**config.mk**
```make
export PLATFORM = sky130hd
export DESIGN_NAME = rsi_cfg
export DESIGN_NICKNAME = d
export VERILOG_FILES = /design/src/rtl/core/assert_macros.svh /design/src/rtl/core/rsi_pkg.sv /design/src/rtl/core/rsi_cfg.sv
export SDC_FILE = /design/constraint.sdc
export NUM_CORES = 1
export LEC_CHECK = 0
export BUFFER_PORTS_ARGS = -buffer_cell sky130_fd_sc_hd__buf_2
export CORE_MARGIN = 10
export CORE_UTILIZATION = 45
export DETAILED_ROUTE_END_ITERATION = 10
export MAX_ROUTING_LAYER = met4
export PLACE_DENSITY = 0.73
export SKIP_LAST_GASP = 1
export SYNTH_ARGS = -nofsm -noshare
export SYNTH_HDL_FRONTEND = slang
export SYNTH_SLANG_ARGS = --single-unit
```
**constraint.sdc**
```tcl
create_clock -name clk -period 1.1 [get_ports clk]
set_input_delay 0 -clock clk [delete_from_list [all_inputs] [get_ports clk]]
set_output_delay 0 -clock clk [all_outputs]
set_load 0.01 [all_outputs]
```
**src/rtl/core/assert_macros.svh**
```systemverilog
// ----------------------------------------------------------------------------
// Assertion macros
// Clocked assertion helpers used by the ray/sphere intersection RTL.
// ----------------------------------------------------------------------------
`ifndef ASSERT_MACROS_SVH
`define ASSERT_MACROS_SVH
`ifndef ASSERT_OFF
`define RSI_ASSERT(label, prop, msg) \
    label: assert property (@(posedge clk) disable iff (!rst_n) prop) else $error(msg);
`define RSI_ASSERT_RST(label, prop, msg) \
    label: assert property (@(posedge clk) prop) else $error(msg);
`else
`define RSI_ASSERT(label, prop, msg)
`define RSI_ASSERT_RST(label, prop, msg)
`endif
`endif

```
**src/rtl/core/rsi_pkg.sv**
```systemverilog
// ----------------------------------------------------------------------------
// rsi_pkg
// Types, constants and register codes of the ray/sphere intersection unit.
// ----------------------------------------------------------------------------
package rsi_pkg;

    localparam int WORD_BITS   = 32;
    localparam int FRAC_BITS   = 16;
    localparam int PADDR_BITS  = 4;
    localparam int ROOT_STEPS  = 49;
    localparam int RAD_BITS    = 2 * ROOT_STEPS;
    localparam int REM_BITS    = ROOT_STEPS + 3;
    localparam int QUOT_STEPS  = WORD_BITS - 1;

    typedef logic signed [WORD_BITS-1:0] word_t;
    typedef logic [WORD_BITS-2:0]        uword_t;
    typedef logic [47:0]                 coef_a_t;
    typedef logic signed [49:0]          coef_h_t;
    typedef logic signed [50:0]          coef_c_t;
    typedef logic signed [99:0]          wide_t;
    typedef logic [ROOT_STEPS-1:0]       root_t;
    typedef logic [50:0]                 num_t;

    localparam word_t  WORD_MAX     = word_t'({1'b0, {(WORD_BITS-1){1'b1}}});
    localparam word_t  WORD_MIN     = word_t'({1'b1, {(WORD_BITS-1){1'b0}}});
    localparam uword_t RADIUS_RESET = uword_t'(1 << FRAC_BITS);

    typedef enum logic [1:0] {
        REG_CENTER_X,
        REG_CENTER_Y,
        REG_CENTER_Z,
        REG_RADIUS
    } reg_idx_t;

    typedef struct packed {
        word_t [2:0] center;
        uword_t      radius;
    } cfg_t;

    typedef struct packed {
        word_t [2:0] org;
        word_t [2:0] dir;
    } ray_t;

    typedef struct packed {
        logic    miss;
        coef_a_t a;
        coef_h_t h;
        ray_t    ray;
    } root_side_t;

    typedef struct packed {
        logic    miss;
        coef_a_t a;
        logic    sat;
        ray_t    ray;
    } dist_side_t;

    typedef struct packed {
        logic        miss;
        uword_t      t;
        word_t [2:0] pnt;
        logic [2:0]  neg;
        logic [2:0]  sat;
    } norm_side_t;

    typedef struct packed {
        logic        found;
        uword_t      distance;
        word_t [2:0] pnt;
        word_t [2:0] nrm;
    } hit_res_t;

endpackage

```
**src/rtl/core/rsi_cfg.sv**
```systemverilog
// ----------------------------------------------------------------------------
// rsi_cfg
// APB register file holding the sphere centre and radius.
// ----------------------------------------------------------------------------
module rsi_cfg
    import rsi_pkg::*;
(
    input  logic                  clk,
    input  logic                  rst_n,
    input  logic                  psel,
    input  logic                  penable,
    input  logic                  pwrite,
    input  logic [PADDR_BITS-1:0] paddr,
    input  logic [31:0]           pwdata,
    output logic [31:0]           prdata,
    output logic                  pready,
    output cfg_t                  cfg
);

    word_t    cx_reg;
    word_t    cy_reg;
    word_t    cz_reg;
    uword_t   radius_reg;
    reg_idx_t idx;
    logic     wr;

    assign idx    = reg_idx_t'(paddr[3:2]);
    assign wr     = psel && penable && pwrite;
    assign pready = 1'b1;

    always_ff @(posedge clk or negedge rst_n)
    begin
        if (!rst_n)
        begin
            cx_reg     <= '0;
            cy_reg     <= '0;
            cz_reg     <= '0;
            radius_reg <= RADIUS_RESET;
        end
        else if (wr)
        begin
            case (idx)
                REG_CENTER_X: cx_reg     <= word_t'(pwdata);
                REG_CENTER_Y: cy_reg     <= word_t'(pwdata);
                REG_CENTER_Z: cz_reg     <= word_t'(pwdata);
                REG_RADIUS:   radius_reg <= pwdata[WORD_BITS-2:0];
                default:      cx_reg     <= cx_reg;
            endcase
        end
    end

    always_comb
    begin
        case (idx)
            REG_CENTER_X: prdata = cx_reg;
            REG_CENTER_Y: prdata = cy_reg;
            REG_CENTER_Z: prdata = cz_reg;
            REG_RADIUS:   prdata = {1'b0, radius_reg};
            default:      prdata = '0;
        endcase
    end

    // zero radius acts as one LSB
    assign cfg.center = {cz_reg, cy_reg, cx_reg};
    assign cfg.radius = (radius_reg == '0) ? uword_t'(1) : radius_reg;

endmodule

```
==> impl_metrics.tcl, run 1 <==
set metrics [dict create \
    status "complete, but fails checks" \
    violations "setup timing" \
    cts_buffers 17 \
    die_y_um 133.6 \
    yosys.area.top_type "dfrtp_1" \
    final.min_clock_period_ps 1699 \
    hold_violations 0 \
    cts_root_buffer "clkbuf_16" \
    grt_max_degree 33 \
    syn_nets 401 \
    p_leak_nw 4.318 \
    crit_path_start_kind "register" \
    maxCapViolCount 0 \
    yosys_warnings 0 \
    ys_seq_area_frac 0.5479 \
    crit_required_ps 1100 \
    cts.sinks 127 \
    pre_cts_ws_ps -262.5 \
    cts_tree "yes" \
    routed_wl_um 17780 \
    cts.htree.levels 4 \
    n_antenna_cell 0 \
    p_int_w 0.01292 \
    syn-cell-area_mm2 0.005803 \
    synth_top_area_share 0.5433 \
    core_mm2 0.01262 \
    layout_common_cells "buf_2, dfrtp_1, mux2_2" \
    clkLatencyLatePin_ps 410 \
    final_common_cell "buf_2" \
    boundaryPins 201 \
    arrival_ps 1700 \
    syn2layout_area_growth_pct 52.95 \
    die_area_mm2 0.01784 \
    cp_slowest_stage_delay_ps 400 \
    switchingPower_w 0.005478 \
    io_buffers 197 \
    synth.distinct_cells 23 \
    synth_seq_cells 127 \
    drtIter0Drc 161 \
    grt_overflow 0 \
    crit_fanout 2 \
    syn_avg_cell_area_um2 16.12 \
    initial_utilization 0.4598 \
    cellPowerDensity_mw_per_mm2 2072 \
    hold_slack_ps 47.55 \
    grt_pass1_wl_um 27630 \
    drc 0 \
    wl_met1_um 7313 \
    routed_via_density 5.133 \
    p_comb_frac 0.354 \
    clkTransAtPathRegs_ps 60 \
    setup_tns_ps -15280 \
    worstSetupEndpointType "output pin" \
    slowest_stage "dfrtp_1" \
    path_cells "nor4_2 -> buf_4 -> nand4_1 -> o21bai_1 -> buf_2" \
    place_congestion 0.7813 \
    crit_family "flip-flops" \
    routedWlPerCell_um 21.65 \
    antenna_found_initial 0 \
    rsz0062_at_grt "true" \
    die_w_um 133.6 \
    grt_use_total 0.2030 \
    final_area_mm2 0.008876 \
    met3_length_um 1222 \
    dp_hpwl_um 11880 \
    p_sw_frac 0.2978 \
    setup_viol 48 \
    slew_viol_final 0 \
    fin_util 0.7034 \
    clock_skew_ps 0 \
    met2_length_um 9086 \
    place_area_mm2 0.007298 \
    top_layer "met4" \
    num_vias 4214 \
    cts_buffer_depth 2 \
    synth.area.top_cells "dfrtp_1, mux2_2, mux4_2" \
    drt_pass1_iterations 4 \
    fin_nets 677 \
    finalCritPeriodShare 1.545 \
    drtAntennaViolNets 0 \
    grt_pass1_vias 4894 \
    synth_cells 360 \
    pwr-share-clk 0.281 \
    worst_slack_ps -599.3 \
    drive_above_1_share 0.7273 \
    crit_buf_inv 2 \
    hold_class "primary input to asynchronous set/reset pin" \
    worstSetupPathType "register to output pin" \
    irDropWorstVdd_uv 1315 \
    max_freq_mhz 588.5 \
    rows 41 \
    power.share.sequential 0.365 \
]
[power by group through the flow]
| stage | clock network, W | registers [W] | logic, W |
|---|---|---|---|
| 2_1_floorplan | 0 | 0.00694 | 0.00229 |
| 3_3_place_gp | 0 | 0.00661 | 0.00507 |
| 3_5_place_dp | 0 | 0.00668 | 0.00515 |
| 4_1_cts | 0.00529 | 0.00666 | 0.00600 |
| 5_1_grt | 0.00551 | 0.00686 | 0.00695 |
| 6_report | 0.00517 | 0.00672 | 0.00650 |
[kinds of logic (layout without fill, tap and decap cells)]
kind of cell	Yosys count	in the layout	share of synthesized area
muxes	159	159	0.3879
buffers and inverters	54	343	0.04355
and+or+nand+nor	17	17	0.01790
AOI/OAI and AO/OA	2	2	0.002156
other	1	1	0.0006462
DFF	127	127	0.5479
[stage by stage]
| stage | total power [W] | std cells |
|---|---|---|
| 5_1_grt | 0.01933 | 821 |
| 6_report | 0.01839 | 821 |
| 3_5_place_dp | 0.01183 | 731 |
| 3_3_place_gp | 0.01168 | 731 |
| 2_1_floorplan | 0.009228 | 360 |
| 4_1_cts | 0.01795 | 813 |
[Yosys cell counts]
| cell | n |
|---|---|
| mux2_2 | 93 |
| o21bai_1 | 1 |
| dfrtp_1 | 126 |
| dfstp_2 | 1 |
| clkbuf_1 | 34 |
| buf_4 | 3 |
| nand3_1 | 2 |
| buf_6 | 3 |
| or2_1 | 1 |
| mux2i_1 | 1 |
| mux2_4 | 30 |
| or3_1 | 1 |
| nor2_1 | 1 |
| o21ai_0 | 1 |
| nor3_2 | 1 |
| nor3_1 | 1 |
| nand4_1 | 3 |
| inv_2 | 1 |
| mux4_2 | 31 |
| buf_2 | 13 |
| nor4_1 | 7 |
| conb_1 | 1 |
| mux2_1 | 4 |
[path summary, 6_finish.rpt]
| path | start | to | slack, ps | depth (start not counted) |
|---|---|---|---|---|
| worst min register to register | cx_reg[21] | cx_reg[21] | 510 | 1 |
| worst max-delay path | radius_reg[13] | cfg[0] | -600 | 5 |
| max in group asynchronous | rst_n | cx_reg[23] | 490 | 3 |
| worst max register to register | radius_reg[10] | radius_reg[10] | -40 | 4 |
| worst min-delay path | rst_n | cz_reg[1] | 50 | 2 |
| min in group clk | paddr[3] | cy_reg[29] | 250 | 4 |
[layer usage]
layer  vias up  track usage
met5         -            -
met4         0      0.05562
met3        18      0.07180
met2       164       0.3318
met1      2166       0.2325
li1       1866            -
[area by class of cell]
| cell class | count | area [um^2] |
|---|---|---|
| clock buffers | 26 | 519.2 |
| clock inverters | 6 | 32.53 |
| fillers | 829 | 3744 |
| inverters | 1 | 3.754 |
| multi-input cells | 179 | 2429 |
| flip-flops and latches | 127 | 3182 |
| well taps | 172 | 215.2 |
| repair buffers | 310 | 2495 |
[repair_timing]
item | 4_1_cts | 5_1_grt
hold buffers | 33 | 0
endpoints found under the hold margin | 253 | 0
pin swaps | 2 | 2
gates cloned | 0 | 0
buffers inserted | 18 | 22
endpoints found under the setup margin | 46 | 64
gates resized for setup | 55 | 60
(Power assumes the default switching activity.)
==> inputs of run 2 (changes only) <==
CTS_BUF_LIST = sky130_fd_sc_hd__clkbuf_2   (was unset)
==> impl_metrics.tcl, run 2 (synthesis results as in run 1) <==
set metrics [dict create \
    grt_pass1_wl_um 28210 \
    setup_viol 197 \
    final.min_clock_period_ps 2055 \
    fin_nets 715 \
    die_area_mm2 0.01784 \
    drc 0 \
    cts_buffers 17 \
    crit_fanout 2 \
    io_buffers 197 \
    boundaryPins 201 \
    cts.htree.levels 4 \
    layout_common_cells "buf_6, dfrtp_1, buf_2" \
    drtAntennaViolNets 0 \
    clock_skew_ps 0 \
    p_leak_nw 4.431 \
    crit_start "radius_reg[11]" \
    initial_utilization 0.4598 \
    die_y_um 133.6 \
    place_congestion 0.7813 \
    status "complete, but fails checks" \
    syn2layout_area_growth_pct 56.66 \
    arrival_ps 2050 \
    final_common_cell "buf_6" \
    drtIter0Drc 174 \
    regToRegSetupSlack_ps -50 \
    tightest_slew_ps 993.9 \
    cts.sinks 127 \
    grt_use_total 0.2065 \
    irDropWorstVdd_uv 1313 \
    r2r-end "radius_reg[10]" \
    routed_wl_um 19630 \
    reg2reg_depth 4 \
    cts_buffer_depth 2 \
    clkLatencyLatePin_ps 670 \
    min-delay-start "pwdata[17]" \
    grt_overflow 0 \
    finalCritPeriodShare 1.868 \
    crit_required_ps 1100 \
    worst_slack_ps -954.6 \
    grt_max_degree 33 \
    hold_slack_ps 97.08 \
    cellPowerDensity_mw_per_mm2 1794 \
    n_antenna_cell 0 \
    pre_cts_ws_ps -262.5 \
    slew_viol_final 0 \
    crit_path_start_kind "register" \
    maxCapViolCount 0 \
    rows 41 \
    worstSetupPathType "register to output pin" \
    relSlewSlack 0.3374 \
    dp_hpwl_um 11880 \
    routedWlPerCell_um 22.85 \
    routed_via_density 5.220 \
    die_w_um 133.6 \
    num_vias 4484 \
    reg2reg_from "radius_reg[10]" \
    drive_above_1_share 0.7278 \
    antenna_found_initial 0 \
    crit_end "cfg[0]" \
    max_freq_mhz 486.7 \
    drt_pass1_iterations 4 \
    cts_root_buffer "clkbuf_2" \
    hold_violations 0 \
    grt_pass1_vias 4916 \
    clkTransAtPathRegs_ps 200 \
    core_mm2 0.01262 \
    worstSetupEndpointType "output pin" \
    rsz0062_at_grt "true" \
    cts_tree "yes" \
    violations "setup timing" \
    hold_class "primary input to register" \
]
-- run 2: changes by cell type in the layout (fill, tap and decap cells not counted), moves of 3 or more --
cell | before | now
buf_6 | 88 | 133
buf_4 | 37 | 46
dlygate4sd3_1 | 33 | 41
buf_2 | 143 | 115
clkbuf_2 | 0 | 20
clkbuf_8 | 6 | 0
clkbuf_1 | 3 | 0
clkinv_1 | 0 | 6
clkbuf_16 | 17 | 2
-- run 2: where the power goes --
group / switching, W / internal, W
logic: 0.00277 / 0.00456
registers: 0.00100 / 0.00576
clock network: 0.00166 / 0.000548
total: 0.00544 / 0.0109
-- run 2: worst max-delay path, stage by stage (launching register included) --
cell and delay (ps):
dfrtp_1 430, nor4_2 310, buf_4 160, nand4_1 110, o21bai_1 190, buf_2 180
-- run 2: what timing repair did --
action	CTS	global route
buffers inserted	22	43
gates cloned	0	3
endpoints found under the setup margin	159	232
gates resized for setup	95	72
hold endpoints to repair	254	0
hold buffers	42	0
pin swaps	2	4
-- run 2: worst min path at each step --
stage	to	slack, ps	cells past startpoint
after floorplan	cx_reg[0]	-300	0
after global placement	cx_reg[1]	-40	1
after detailed placement	cz_reg[1]	-40	1
after CTS	cy_reg[31]	10	3
after global routing	cy_reg[13]	30	3
final	cy_reg[17]	100	3
-- run 2: through the flow --
stage	cell area (um^2)	setup TNS [ps]	total power [W]	utilization	cells
2_1_floorplan	5856	-3878	0.009228	-	360
3_3_place_gp	7298	-17940	0.01168	0.5783	731
3_5_place_dp	7298	-20510	0.01183	0.5783	731
4_1_cts	8508	-63370	0.01537	0.6742	826
5_1_grt	9091	-71300	0.01717	0.7204	859
6_report	9091	-55110	0.01631	0.7204	859
-- run 2: per-layer routing --
metal,up-vias,track usage,part of all wire
li1,1943,-,-
met1,2353,0.2407,0.40
met2,166,0.3356,0.53
met3,22,0.06992,0.063
met4,0,0.05502,0.015
met5,-,-,0
-- run 2: cell type report --
type	count	area (um^2)
inverter	1	3.754
tap	172	215.2
sequential	127	3182
fill	803	3528
clock buffer	20	100.1
timing repair buffer	348	3092
clock inverter	12	55.05
multi-input combinational	179	2444
==> inputs of run 3 (changes only) <==
PLACE_DENSITY = 0.76   (was 0.73)
clock period = 1.85 ns   (was 1.1 ns; I/O delays follow)
==> impl_metrics.tcl, run 3 (synthesis results as in run 1) <==
set metrics [dict create \
    die_w_um 133.6 \
    worstSetupEndpointType "output pin" \
    grt_pass1_vias 4698 \
    final_area_mm2 0.007941 \
    clkLatencyLatePin_ps 690 \
    crit_required_ps 1850 \
    violations "setup timing" \
    use_met3 0.08158 \
    irDropWorstVdd_uv 585.0 \
    fin_nets 640 \
    rsz0062_at_grt "true" \
    status "complete, but fails checks" \
    routed_via_density 5.193 \
    clock_skew_ps 0 \
    fill_cells 943 \
    grt_use_total 0.1910 \
    drive_above_1_share 0.7141 \
    grt-busiest-layer "met2" \
    finalCritPeriodShare 1.064 \
    cts_buffer_depth 2 \
    routed_wl_um 16780 \
    routedWlPerCell_um 21.41 \
    place_congestion 0.7834 \
    multi_input_area_mm2 0.002467 \
    slew_viol_final 0 \
    initial_utilization 0.4598 \
    p_comb_frac 0.370 \
    die_area_mm2 0.01784 \
    drc 0 \
    syn2layout_area_growth_pct 36.85 \
    setup_viol 10 \
    hold_violations 0 \
    cellPowerDensity_mw_per_mm2 1102 \
    cts.htree.levels 4 \
    regArea_mm2 0.003194 \
    crit_fanout 3 \
    die_y_um 133.6 \
    relSlewSlack 0.4420 \
    grt_use_met2 0.3042 \
    hold_class "primary input to register" \
    cts.sinks 127 \
    grt_max_degree 128 \
    worstSetupPathType "register to output pin" \
    cts_buffers 17 \
    num_vias 4071 \
    core_mm2 0.01262 \
    rows 41 \
    grt_pass1_wl_um 26280 \
    p_sw_frac 0.3368 \
    maxCapViolCount 0 \
    boundaryPins 201 \
    final.min_clock_period_ps 1968 \
    tightest_slew_ps 837.0 \
    n_antenna_cell 0 \
    switchingPower_w 0.002948 \
    grt_overflow 0 \
    power.share.sequential 0.463 \
    max_freq_mhz 508.1 \
    io_buffers 197 \
    fin_util 0.6293 \
    crit_path_start_kind "register" \
    p_leak_nw 3.864 \
    cts_root_buffer "clkbuf_2" \
    cts_tree "yes" \
    layout_common_cells "buf_2, dfrtp_1, mux2_2" \
    drtIter0Drc 250 \
    worst_slack_ps -118.1 \
    arrival_ps 1970 \
    p_int_w 0.005804 \
    clkTransAtPathRegs_ps 160 \
    place_area_mm2 0.006898 \
    antenna_found_initial 0 \
    drtAntennaViolNets 0 \
    pwr-share-clk 0.167 \
    final_common_cell "buf_2" \
    drt_pass1_iterations 4 \
    grtUsageMet1 0.2174 \
    dp_hpwl_um 11160 \
]
## run 3: routing by layer
metal  vias up  routed length, um
met5         -                  0
met4         0                195
met3        17               1446
met2       171               8286
met1      2099               6856
li1       1784                  -
## run 3: per-stage QoR
| step | setup TNS [ps] | worst slack (ps) | power [W] | hold slack, ps | cells |
|---|---|---|---|---|---|
| after floorplan | 0 | 632.3 | 0.005481 | -295.6 | 360 |
| after global placement | 0 | 362.6 | 0.006659 | 152.1 | 686 |
| after detailed placement | 0 | 328.6 | 0.006759 | 159.2 | 686 |
| after CTS | -1214 | -204.5 | 0.008561 | 6.185 | 776 |
| after global routing | -3075 | -293.7 | 0.009277 | 25.89 | 784 |
| final | -458.4 | -118.1 | 0.008752 | 101.0 | 784 |
## run 3: worst paths after layout
kind	startpoint	end	slack (ps)	cells past startpoint
min	paddr[2]	cy_reg[12]	100	5
max reg2reg	cy_reg[24]	cy_reg[24]	500	2
max in group asynchronous	rst_n	radius_reg[20]	770	4
min reg2reg	cz_reg[14]	cz_reg[14]	550	1
max	radius_reg[17]	prdata[17]	-120	4
min in group asynchronous	rst_n	cx_reg[1]	520	4
## run 3: layout make-up
cell class | instances | area share
Clock buffer | 23 | 0.01449
Timing Repair Buffer | 273 | 0.2363
Multi-Input combinational cell | 179 | 0.3107
Tap cell | 172 | 0.02710
Clock inverter | 9 | 0.008666
Sequential cell | 127 | 0.4022
Inverter | 1 | 0.0004727
## run 3: worst max-delay path, stage by stage (launching register included)
cell	delay [ps]
dfrtp_1	450
buf_4	150
buf_6	110
mux4_2	470
buf_6	140
## run 3: power by group through the flow
stage               registers (W)  logic [W]  clock network [W]
finish                    0.00405    0.00324            0.00146
global route              0.00415    0.00348            0.00165
CTS                       0.00400    0.00305            0.00152
detailed placement        0.00403    0.00273                  0
global placement          0.00398    0.00268                  0
floorplan                 0.00413    0.00135                  0
## run 3: what timing repair did
item	in CTS	in global routing
pin swaps	4	2
gates resized for setup	20	34
buffers inserted	15	8
setup endpoints to repair	13	32
hold endpoints to repair	254	0
cloned	0	0
hold buffers	43	0
